**src/tsm_pkg.sv**
```systemverilog
`timescale 1ns / 1ps
// ----------------------------------------------------------------------------
// tsm_pkg
// shared types and constants of the timestamp stream merge
// ----------------------------------------------------------------------------
package tsm_pkg;

   localparam int NUM_SOURCES_DEF = 16;
   localparam int SOURCE_W        = 4;
   localparam int TIME_W          = 64;
   localparam int PAYLOAD_W       = 64;
   localparam int CSR_W           = 5;
   localparam int HEAD_W          = TIME_W + PAYLOAD_W;

   localparam logic [CSR_W-1:0] ACTIVE_SOURCES_RST = CSR_W'(16);

   typedef enum logic {
      OP_PUSH  = 1'b0,
      OP_CLOSE = 1'b1
   } tsm_op_type;

   typedef enum logic [1:0] {
      ST_IDLE,
      ST_SCAN,
      ST_EMIT
   } tsm_state_type;

   typedef struct packed {
      logic                 valid;
      logic [SOURCE_W-1:0]  source;
      logic [TIME_W-1:0]    event_time;
      logic [PAYLOAD_W-1:0] event_payload;
   } tsm_emit_type;

endpackage

```
**src/tsm_req_if.sv**
```systemverilog
`timescale 1ns / 1ps
// ----------------------------------------------------------------------------
// tsm_req_if
// input channel: push or close commands per source
// ----------------------------------------------------------------------------
interface tsm_req_if import tsm_pkg::*; ();

   logic                 valid;
   logic                 ready;
   logic                 opcode;
   logic [SOURCE_W-1:0]  source;
   logic [TIME_W-1:0]    event_time;
   logic [PAYLOAD_W-1:0] event_payload;

   modport source_mp (output valid, output opcode, output source, output event_time,
                      output event_payload, input ready);
   modport sink (input valid, input opcode, input source, input event_time,
                 input event_payload, output ready);

endinterface

```
**src/tsm_rsp_if.sv**
```systemverilog
`timescale 1ns / 1ps
// ----------------------------------------------------------------------------
// tsm_rsp_if
// result channel: merged records in timestamp order
// ----------------------------------------------------------------------------
interface tsm_rsp_if import tsm_pkg::*; ();

   logic                 valid;
   logic                 ready;
   logic [SOURCE_W-1:0]  out_source;
   logic [TIME_W-1:0]    out_time;
   logic [PAYLOAD_W-1:0] out_payload;

   modport source_mp (output valid, output out_source, output out_time, output out_payload,
                      input ready);
   modport sink (input valid, input out_source, input out_time, input out_payload,
                 output ready);

endinterface

```
**src/timestamp_stream_merge.sv**
```systemverilog
`timescale 1ns / 1ps
// ----------------------------------------------------------------------------
// timestamp_stream_merge
// k-way merge of timestamp-sorted event streams through one-entry head slots
// ----------------------------------------------------------------------------
// req_chan carries one command per item: push a record into a source's head
// slot, or close the source. rsp_chan carries the merged records, smallest
// timestamp first, ties to the lowest source. csr_wr_en/csr_wr_data set the
// number of sources in use (reset 16), to be written only while the block is
// idle; the block itself does not enforce this. An item is taken in the idle
// state, then the head ram is scanned one slot a cycle through its registered
// read port; the scan stops early at an open source with an empty slot. Each
// head read is compared against the best-so-far registers and, when the scan
// ran to the end, the emit step loads the smallest head into the output register.
// The output register holds a result while the receiver stalls; the next item
// is still taken and scanned, and its own result waits in the emit step until
// the register frees. Reset empties and reopens every slot and clears rsp
// valid; the head ram itself is not cleared.
// ----------------------------------------------------------------------------
module timestamp_stream_merge import tsm_pkg::*; #(
   parameter int NUM_SOURCES = NUM_SOURCES_DEF
) (
   input  logic             clock,
   input  logic             reset,
   tsm_req_if.sink          req_chan,
   tsm_rsp_if.source_mp     rsp_chan,
   input  logic             csr_wr_en,
   input  logic [CSR_W-1:0] csr_wr_data
);

   localparam int IDX_W = $clog2(NUM_SOURCES);
   localparam int CNT_W = $clog2(NUM_SOURCES + 1);
   localparam int CMP_W = (CNT_W > CSR_W) ? CNT_W : CSR_W;

   logic [CSR_W-1:0]     active_sources_ff;
   logic [CMP_W-1:0]     active_ext;
   logic [CMP_W-1:0]     n_capped;
   logic [CNT_W-1:0]     n_in_use;

   logic                 ram_wr_en;
   logic [IDX_W-1:0]     ram_wr_addr;
   logic [HEAD_W-1:0]    ram_wr_data;
   logic                 ram_rd_en;
   logic [IDX_W-1:0]     ram_rd_addr;
   logic [HEAD_W-1:0]    ram_rd_data;
   logic                 slot_free;
   tsm_emit_type         emit;

   logic                 rsp_valid_ff;
   logic [SOURCE_W-1:0]  rsp_source_ff;
   logic [TIME_W-1:0]    rsp_time_ff;
   logic [PAYLOAD_W-1:0] rsp_payload_ff;

   always_ff @(posedge clock) begin
      if (reset) begin
         active_sources_ff <= ACTIVE_SOURCES_RST;
      end else if (csr_wr_en) begin
         active_sources_ff <= csr_wr_data;
      end
   end

   // sources in use, capped at the slot count
   assign active_ext = CMP_W'(active_sources_ff);
   assign n_capped   = (active_ext > CMP_W'(NUM_SOURCES)) ? CMP_W'(NUM_SOURCES) : active_ext;
   assign n_in_use   = n_capped[CNT_W-1:0];

   tsm_ram #(
      .WIDTH (HEAD_W),
      .DEPTH (NUM_SOURCES)
   ) u_head_ram (
      .clock   (clock),
      .wr_en   (ram_wr_en),
      .wr_addr (ram_wr_addr),
      .wr_data (ram_wr_data),
      .rd_en   (ram_rd_en),
      .rd_addr (ram_rd_addr),
      .rd_data (ram_rd_data)
   );

   tsm_ctrl #(
      .NUM_SOURCES (NUM_SOURCES)
   ) u_ctrl (
      .clock       (clock),
      .reset       (reset),
      .n_in_use    (n_in_use),
      .req_chan    (req_chan),
      .ram_wr_en   (ram_wr_en),
      .ram_wr_addr (ram_wr_addr),
      .ram_wr_data (ram_wr_data),
      .ram_rd_en   (ram_rd_en),
      .ram_rd_addr (ram_rd_addr),
      .ram_rd_data (ram_rd_data),
      .slot_free   (slot_free),
      .emit        (emit)
   );

   // output register
   assign slot_free = !rsp_valid_ff || rsp_chan.ready;

   always_ff @(posedge clock) begin
      if (reset) begin
         rsp_valid_ff <= 1'b0;
      end else if (emit.valid) begin
         rsp_valid_ff <= 1'b1;
      end else if (rsp_chan.ready) begin
         rsp_valid_ff <= 1'b0;
      end
   end

   always_ff @(posedge clock) begin
      if (emit.valid) begin
         rsp_source_ff  <= emit.source;
         rsp_time_ff    <= emit.event_time;
         rsp_payload_ff <= emit.event_payload;
      end
   end

   assign rsp_chan.valid       = rsp_valid_ff;
   assign rsp_chan.out_source  = rsp_source_ff;
   assign rsp_chan.out_time    = rsp_time_ff;
   assign rsp_chan.out_payload = rsp_payload_ff;

endmodule

```
**src/tsm_ram.sv**
```systemverilog
`timescale 1ns / 1ps
// ----------------------------------------------------------------------------
// tsm_ram
// generic single write port, single read port ram with registered read
// ----------------------------------------------------------------------------
module tsm_ram #(
   parameter int WIDTH = 8,
   parameter int DEPTH = 16,
   localparam int ADDR_W = (DEPTH > 1) ? $clog2(DEPTH) : 1
) (
   input  logic              clock,
   input  logic              wr_en,
   input  logic [ADDR_W-1:0] wr_addr,
   input  logic [WIDTH-1:0]  wr_data,
   input  logic              rd_en,
   input  logic [ADDR_W-1:0] rd_addr,
   output logic [WIDTH-1:0]  rd_data
);

   logic [WIDTH-1:0] mem_ff [DEPTH];
   logic [WIDTH-1:0] rd_data_ff;

   always_ff @(posedge clock) begin
      if (wr_en) begin
         mem_ff[wr_addr] <= wr_data;
      end
      if (rd_en) begin
         rd_data_ff <= mem_ff[rd_addr];
      end
   end

   assign rd_data = rd_data_ff;

endmodule

```
**src/tsm_ctrl.sv**
```systemverilog
`timescale 1ns / 1ps
// ----------------------------------------------------------------------------
// tsm_ctrl
// head slot flags, command apply and minimum scan over the head ram
// ----------------------------------------------------------------------------
module tsm_ctrl import tsm_pkg::*; #(
   parameter int NUM_SOURCES = NUM_SOURCES_DEF,
   localparam int IDX_W = $clog2(NUM_SOURCES),
   localparam int CNT_W = $clog2(NUM_SOURCES + 1)
) (
   input  logic               clock,
   input  logic               reset,
   input  logic [CNT_W-1:0]   n_in_use,
   tsm_req_if.sink            req_chan,
   output logic               ram_wr_en,
   output logic [IDX_W-1:0]   ram_wr_addr,
   output logic [HEAD_W-1:0]  ram_wr_data,
   output logic               ram_rd_en,
   output logic [IDX_W-1:0]   ram_rd_addr,
   input  logic [HEAD_W-1:0]  ram_rd_data,
   input  logic               slot_free,
   output tsm_emit_type       emit
);

   localparam int CMP_W = (CNT_W > SOURCE_W + 1) ? CNT_W : SOURCE_W + 1;

   tsm_state_type          state_ff, state_in;
   logic [CNT_W-1:0]       idx_ff, idx_in;
   logic                   pend_ff;
   logic [IDX_W-1:0]       pend_idx_ff;
   logic                   found_ff;
   logic [IDX_W-1:0]       best_idx_ff;
   logic [TIME_W-1:0]      best_time_ff;
   logic [PAYLOAD_W-1:0]   best_payload_ff;
   logic [NUM_SOURCES-1:0] full_ff;
   logic [NUM_SOURCES-1:0] closed_ff;

   logic [CMP_W-1:0]     src_ext;
   logic [IDX_W-1:0]     src_idx;
   logic                 src_use;
   logic                 accept;
   logic                 do_push;
   logic                 do_close;
   logic [IDX_W-1:0]     scan_idx;
   logic                 scan_live;
   logic                 blocked;
   logic                 emit_go;
   logic [TIME_W-1:0]    rd_time;
   logic [PAYLOAD_W-1:0] rd_payload;
   logic                 take_new;

   assign src_ext  = CMP_W'(req_chan.source);
   assign src_idx  = src_ext[IDX_W-1:0];
   assign src_use  = src_ext < CMP_W'(n_in_use);
   assign accept   = req_chan.valid && req_chan.ready;
   assign do_push  = accept && src_use && (req_chan.opcode == OP_PUSH)
                     && !full_ff[src_idx] && !closed_ff[src_idx];
   assign do_close = accept && src_use && (req_chan.opcode == OP_CLOSE);

   assign scan_idx  = idx_ff[IDX_W-1:0];
   assign scan_live = idx_ff < n_in_use;
   assign blocked   = scan_live && !full_ff[scan_idx] && !closed_ff[scan_idx];

   assign emit_go    = (state_ff == ST_EMIT) && found_ff && slot_free;
   assign rd_time    = ram_rd_data[HEAD_W-1:PAYLOAD_W];
   assign rd_payload = ram_rd_data[PAYLOAD_W-1:0];
   assign take_new   = pend_ff && (!found_ff || (rd_time < best_time_ff));

   // next state
   always_comb begin
      state_in = state_ff;
      unique case (state_ff)
         ST_IDLE: begin
            if (accept) begin
               state_in = ST_SCAN;
            end
         end
         ST_SCAN: begin
            if (!scan_live) begin
               state_in = ST_EMIT;
            end else if (blocked) begin
               state_in = ST_IDLE;
            end
         end
         ST_EMIT: begin
            if (!found_ff || slot_free) begin
               state_in = ST_IDLE;
            end
         end
         default: begin
            state_in = ST_IDLE;
         end
      endcase
   end

   // outputs
   always_comb begin
      req_chan.ready = 1'b0;
      ram_rd_en      = 1'b0;
      idx_in         = idx_ff;
      unique case (state_ff)
         ST_IDLE: begin
            req_chan.ready = 1'b1;
            idx_in         = '0;
         end
         ST_SCAN: begin
            if (scan_live) begin
               ram_rd_en = full_ff[scan_idx];
               idx_in    = idx_ff + CNT_W'(1);
            end
         end
         ST_EMIT: begin
            idx_in = idx_ff;
         end
         default: begin
            idx_in = '0;
         end
      endcase
   end

   assign ram_rd_addr = scan_idx;
   assign ram_wr_en   = do_push;
   assign ram_wr_addr = src_idx;
   assign ram_wr_data = {req_chan.event_time, req_chan.event_payload};

   always_ff @(posedge clock) begin
      if (reset) begin
         state_ff  <= ST_IDLE;
         idx_ff    <= '0;
         pend_ff   <= 1'b0;
         found_ff  <= 1'b0;
         full_ff   <= '0;
         closed_ff <= '0;
      end else begin
         state_ff <= state_in;
         idx_ff   <= idx_in;
         pend_ff  <= ram_rd_en;
         if (accept) begin
            found_ff <= 1'b0;
         end else if (take_new) begin
            found_ff <= 1'b1;
         end
         if (do_push) begin
            full_ff[src_idx] <= 1'b1;
         end
         if (emit_go) begin
            full_ff[best_idx_ff] <= 1'b0;
         end
         if (do_close) begin
            closed_ff[src_idx] <= 1'b1;
         end
      end
   end

   always_ff @(posedge clock) begin
      if (ram_rd_en) begin
         pend_idx_ff <= scan_idx;
      end
      if (take_new) begin
         best_idx_ff     <= pend_idx_ff;
         best_time_ff    <= rd_time;
         best_payload_ff <= rd_payload;
      end
   end

   assign emit.valid         = emit_go;
   assign emit.source        = SOURCE_W'(best_idx_ff);
   assign emit.event_time    = best_time_ff;
   assign emit.event_payload = best_payload_ff;

endmodule

```
**src/flat_wrapper.sv**
```systemverilog
// flat-port wrapper written by rule: the top's interface ports become plain ports
module timestamp_stream_merge_flat import tsm_pkg::*;
#(
   parameter int NUM_SOURCES = NUM_SOURCES_DEF
)
  (clock, reset, csr_wr_en, csr_wr_data, req_chan_valid, req_chan_opcode, req_chan_source, req_chan_event_time, req_chan_event_payload, req_chan_ready, rsp_chan_valid, rsp_chan_out_source, rsp_chan_out_time, rsp_chan_out_payload, rsp_chan_ready);
  tsm_req_if req_chan_i ();
  tsm_rsp_if rsp_chan_i ();
  input  logic clock;
  input  logic reset;
  input  logic csr_wr_en;
  input  logic [CSR_W-1:0] csr_wr_data;
  input wire logic [$bits(req_chan_i.valid)-1:0] req_chan_valid;
  input wire logic [$bits(req_chan_i.opcode)-1:0] req_chan_opcode;
  input wire logic [$bits(req_chan_i.source)-1:0] req_chan_source;
  input wire logic [$bits(req_chan_i.event_time)-1:0] req_chan_event_time;
  input wire logic [$bits(req_chan_i.event_payload)-1:0] req_chan_event_payload;
  output wire logic [$bits(req_chan_i.ready)-1:0] req_chan_ready;
  output wire logic [$bits(rsp_chan_i.valid)-1:0] rsp_chan_valid;
  output wire logic [$bits(rsp_chan_i.out_source)-1:0] rsp_chan_out_source;
  output wire logic [$bits(rsp_chan_i.out_time)-1:0] rsp_chan_out_time;
  output wire logic [$bits(rsp_chan_i.out_payload)-1:0] rsp_chan_out_payload;
  input wire logic [$bits(rsp_chan_i.ready)-1:0] rsp_chan_ready;
  assign req_chan_i.valid = req_chan_valid;
  assign req_chan_i.opcode = req_chan_opcode;
  assign req_chan_i.source = req_chan_source;
  assign req_chan_i.event_time = req_chan_event_time;
  assign req_chan_i.event_payload = req_chan_event_payload;
  assign req_chan_ready = req_chan_i.ready;
  assign rsp_chan_valid = rsp_chan_i.valid;
  assign rsp_chan_out_source = rsp_chan_i.out_source;
  assign rsp_chan_out_time = rsp_chan_i.out_time;
  assign rsp_chan_out_payload = rsp_chan_i.out_payload;
  assign rsp_chan_i.ready = rsp_chan_ready;
  timestamp_stream_merge #(.NUM_SOURCES(NUM_SOURCES)) u_core (.clock(clock), .reset(reset), .req_chan(req_chan_i), .rsp_chan(rsp_chan_i), .csr_wr_en(csr_wr_en), .csr_wr_data(csr_wr_data));
endmodule
```
**config.mk**
```make
export PLATFORM = sky130hd
export DESIGN_NAME = timestamp_stream_merge_flat
export DESIGN_NICKNAME = d
export VERILOG_FILES = /design/src/tsm_pkg.sv /design/src/tsm_req_if.sv /design/src/tsm_rsp_if.sv /design/src/timestamp_stream_merge.sv /design/src/tsm_ram.sv /design/src/tsm_ctrl.sv /design/src/flat_wrapper.sv
export SDC_FILE = /design/constraint.sdc
export NUM_CORES = 2
export LEC_CHECK = 0
export ABC_CLOCK_PERIOD_IN_PS = 27100
export BUFFER_PORTS_ARGS = -buffer_cell sky130_fd_sc_hd__buf_2
export CELL_PAD_IN_SITES_DETAIL_PLACEMENT = 1
export CELL_PAD_IN_SITES_GLOBAL_PLACEMENT = 1
export CORE_AREA = 2 2 397 399
export DETAILED_ROUTE_END_ITERATION = 8
export DIE_AREA = 0 0 399 401
export PLACE_DENSITY_LB_ADDON = 0.1
export SLEW_MARGIN = 20
export SYNTH_ARGS = -nofsm -noshare
export SYNTH_HDL_FRONTEND = slang
export SYNTH_SLANG_ARGS = --single-unit
```
**constraint.sdc**
```tcl
create_clock -name clock -period 27.1 [get_ports clock]
set_input_delay 4.065 -clock clock [delete_from_list [all_inputs] [get_ports clock]]
set_output_delay 4.065 -clock clock [all_outputs]
set_load 0.02 [all_outputs]
```
==> run_results.csv <==
group,metric,value,unit
status,status,"completed",
floorplan,die_area,160000,sq um
sta,hold_viol,0,
yosys,synth-async-reset-ratio,0,%
setup_path,r2r_slack,21750,ps
yosys,synthFlopType,"edfxtp_1",
floorplan,fp.dieW,399,um
clocking,root_buffer,"clkbuf_16",
floorplan,io_pins,277,
detailed_routing,ant_nets,0,
sta,fin_crit_sh,29.61,%
placed_design,dpl_worst_slack,18040,ps
setup_path,reg2reg_to,"u_core.u_head_ram.mem_ff[11][17]",
yosys,synth_top_area_share,79.09,%
yosys,ys_warn_count,0,
sta,fin_ws,19080,ps
setup_path,reg2reg_from,"u_core.active_ext[4]",
cells_and_area,postLayoutCoreUtil,66.91,%
setup_path,cp-end-kind,"flop",
cells_and_area,nFillCells,11869,
clocking,numCtsBuffers,235,
global_routing,grt_pass1_vias,43792,
detailed_routing,dr.pass1.iters,7,
cells_and_area,design_area,104200,sq um
clocking,htreeDepth,4,
sta,max_freq,124.6,MHz
floorplan,fp.dieH,401,um
placed_design,port_buffers,276,
cells_and_area,synthToLayoutAreaGrowth,12.25,%
placed_design,placed_cell_area,96600,sq um
yosys,syn-num-nets,3957,
cells_and_area,finalNetCount,4380,
flow_run,cap_violations,0,
hold_path,timing.hold.worst_path_depth,0,
yosys,synth_edf_count,2444,
yosys,synth_area_leaders,"edfxtp_1 79%, mux4_2 16%, dfxtp_1 1.0%, ha_1 0.96%, buf_4 0.32%",
power,switching_power,1.496,mW
clocking,insertion_delay,880,ps
global_routing,grt_overflow,0,
placed_design,dp.cells,5985,
setup_path,crit_type,"in2reg",
clocking,cts_tree,"yes",
hold_path,hold_class,"reg2reg",
sta,min_period,8024,ps
placed_design,post-dp-hpwl,117.0,mm
yosys,synth_seq_area_share,80.11,%
sta,finalSetupTns,0,ps
detailed_routing,via_per_inst,6.508,
clocking,ctsHoldBuffers,0,
cells_and_area,final_cell_count_no_fill,6434,
clocking,post_cts_buffers,0,
power,finalPower,7.607,mW
detailed_routing,via_count,41875,
global_routing,grt_usage,27.38,%
hold_path,hp-start,"u_core.u_ctrl.best_payload_ff[46]",
clocking,clockBufferDepth,3,
detailed_routing,avgRoutedWirePerCell,33.25,um
clocking,clock-sinks,2491,
hold_path,hold_end,"u_core.rsp_chan.out_payload[46]",
sta,slew_headroom,19.45,%
global_routing,grt_antenna_before_repair,44,
power,clock_power_share,42.0,%
setup_path,startpoint,"req_chan_source[1]",
cells_and_area,final_cell_mix,"2444 x edfxtp_1, 647 x mux4_2, 276 x buf_2, 238 x clkbuf_16, 71 x ha_1",
sta,drv_slew,0,
setup_path,worst_ep_arrival_time,8500,ps
power,combPwrFrac,2.2,%
floorplan,coreArea,155700,sq um
placed_design,gp_congestion,0.7974,
yosys,ys_types,58,
yosys,avgSynthCellArea,24.79,sq um
power,internal_power,6.111,mW
power,p_leak,32.37,nW
global_routing,grt_max_degree,151,
detailed_routing,wirelength,213.9,mm
sta,whs,417.7,ps
detailed_routing,drcViolationCount,0,
cells_and_area,drive_gt1_share,30.79,%
setup_path,path_max_fanout,61,
clocking,clk_pin_slew,60,ps
sta,skew,34.58,ps
power,seq_power_share,55.8,%
power,p_sw_share,19.66,%
sta,rsz0062_at_grt,"no",
setup_path,worst-r2r-cell-count,10,
sta,worst_pin_slew,1208,ps
floorplan,start_util,59.61,%
sta,setup-violations-final,0,
yosys,synth.largest_area_cell,"edfxtp_1",
yosys,ys_seq_elements,2491,
clocking,cts_resized,0,
global_routing,grt_pass1_wl,311.0,mm
setup_path,cp-start-kind,"input port",
floorplan,rows,145,
power,peakVddDrop,0.07057,mV
yosys,synthCells,3743,
setup_path,cp.required,27580,ps
power,pwr_density_cell,73.03,nW/um^2
detailed_routing,first_iter_violations,4265,
yosys,netlist_area,92790,sq um
cells_and_area,final_common_cell,"edfxtp_1",
[power groups by stage]
| stage | clock network [mW] | logic, mW | registers, mW |
|---|---|---|---|
| after floorplan | 0 | 0.0927 | 4.33 |
| after global placement | 0 | 0.165 | 4.32 |
| after detailed placement | 0 | 0.171 | 4.33 |
| after CTS | 3.24 | 0.172 | 4.24 |
| after global routing | 3.37 | 0.184 | 4.24 |
| final | 3.19 | 0.170 | 4.24 |
[flip-flops by register name, summed over array words and instances, names as in the netlist]
register,cells
u_core.rsp_chan.out_time,64
u_core.u_ctrl.pend_ff,1
u_core.u_ctrl.best_time_ff,64
u_core.u_ctrl.idx_ff,5
u_core.u_ctrl.best_idx_ff,4
u_core.u_ctrl.full_ff,16
u_core.rsp_chan.out_payload,64
u_core.u_head_ram.mem_ff,2048
u_core.u_ctrl.closed_ff,16
u_core.u_head_ram.rd_data,128
u_core.u_ctrl.best_payload_ff,64
u_core.active_ext,5
u_core.rsp_chan.out_source,4
u_core.u_ctrl.found_ff,1
u_core.rsp_chan.valid,1
u_core.u_ctrl.pend_idx_ff,4
u_core.u_ctrl.state_ff,2
[area by class of cell]
| cell class | instances | area (sq um) | share of cell area [%] |
|---|---|---|---|
| Sequential cell | 2491 | 74340 | 71.37 |
| Multi-Input combinational cell | 1024 | 17410 | 16.72 |
| Clock buffer | 298 | 6201 | 5.953 |
| Tap cell | 2058 | 2575 | 2.472 |
| Timing Repair Buffer | 341 | 2042 | 1.960 |
| Clock inverter | 132 | 1255 | 1.205 |
| Inverter | 73 | 286.5 | 0.2751 |
| Antenna cell | 17 | 42.54 | 0.04084 |
[routing by layer]
metal / vias to the layer above / GRT usage, % / share of wire [%]
met5: - / 0 / 0.072
met4: 24 / 7.136 / 2.3
met3: 340 / 5.859 / 7.8
met2: 1779 / 42.20 / 48
met1: 22779 / 40.78 / 42
li1: 16953 / - / -
[synthesized netlist by cell type, types with 2 or more instances]
master,count
or3_1,3
inv_1,71
edfxtp_1,2444
and3_1,4
a211oi_1,13
a221oi_1,4
buf_4,40
nor2_1,42
ha_1,71
and2_1,2
a31o_2,2
nor3_1,20
o21ai_0,18
a21oi_1,37
o2bb2ai_1,16
nand2b_1,8
buf_2,15
a31oi_1,9
o2111ai_1,3
buf_6,17
dfxtp_1,47
o21a_1,7
mux2i_1,6
nor2b_1,4
and4_1,3
clkinv_1,2
nand4_1,12
or4b_2,2
a21o_1,3
a2111oi_0,2
nand3_1,15
nor4_1,5
buf_1,6
clkbuf_1,76
o221a_1,2
mux4_2,647
nand2_1,41
o211ai_1,3
o22ai_1,2
[cell families after synthesis]
logic type | synth area share (%)
multiplexers | 15.81
AO/OA/AOI/OAI | 1.006
AND/OR/NAND/NOR | 0.8630
adder cells (fa/ha/maj) | 0.9574
buffers and inverters | 1.259
flip-flops | 80.11
[worst max-delay path by stage]
stage | end | slack, ps | depth (start not counted)
after floorplan | u_core.u_ctrl.full_ff[15] | 11950 | 6
after global placement | u_core.u_head_ram.mem_ff[11][112] | 18060 | 9
after detailed placement | u_core.u_head_ram.mem_ff[11][112] | 18040 | 9
after CTS | u_core.u_head_ram.mem_ff[11][118] | 18950 | 9
after global routing | u_core.u_head_ram.mem_ff[11][17] | 18930 | 9
final | u_core.u_head_ram.mem_ff[11][17] | 19080 | 9
[worst max-delay path: stages]
cell and delay [ps]:
buf_2 320, ha_1 300, a21o_1 150, a21o_1 220
a221oi_4 510, nand2_1 420, nor2_4 820, buf_4 740
buf_6 680
Note: power is estimated with default switching activity, not from simulation.
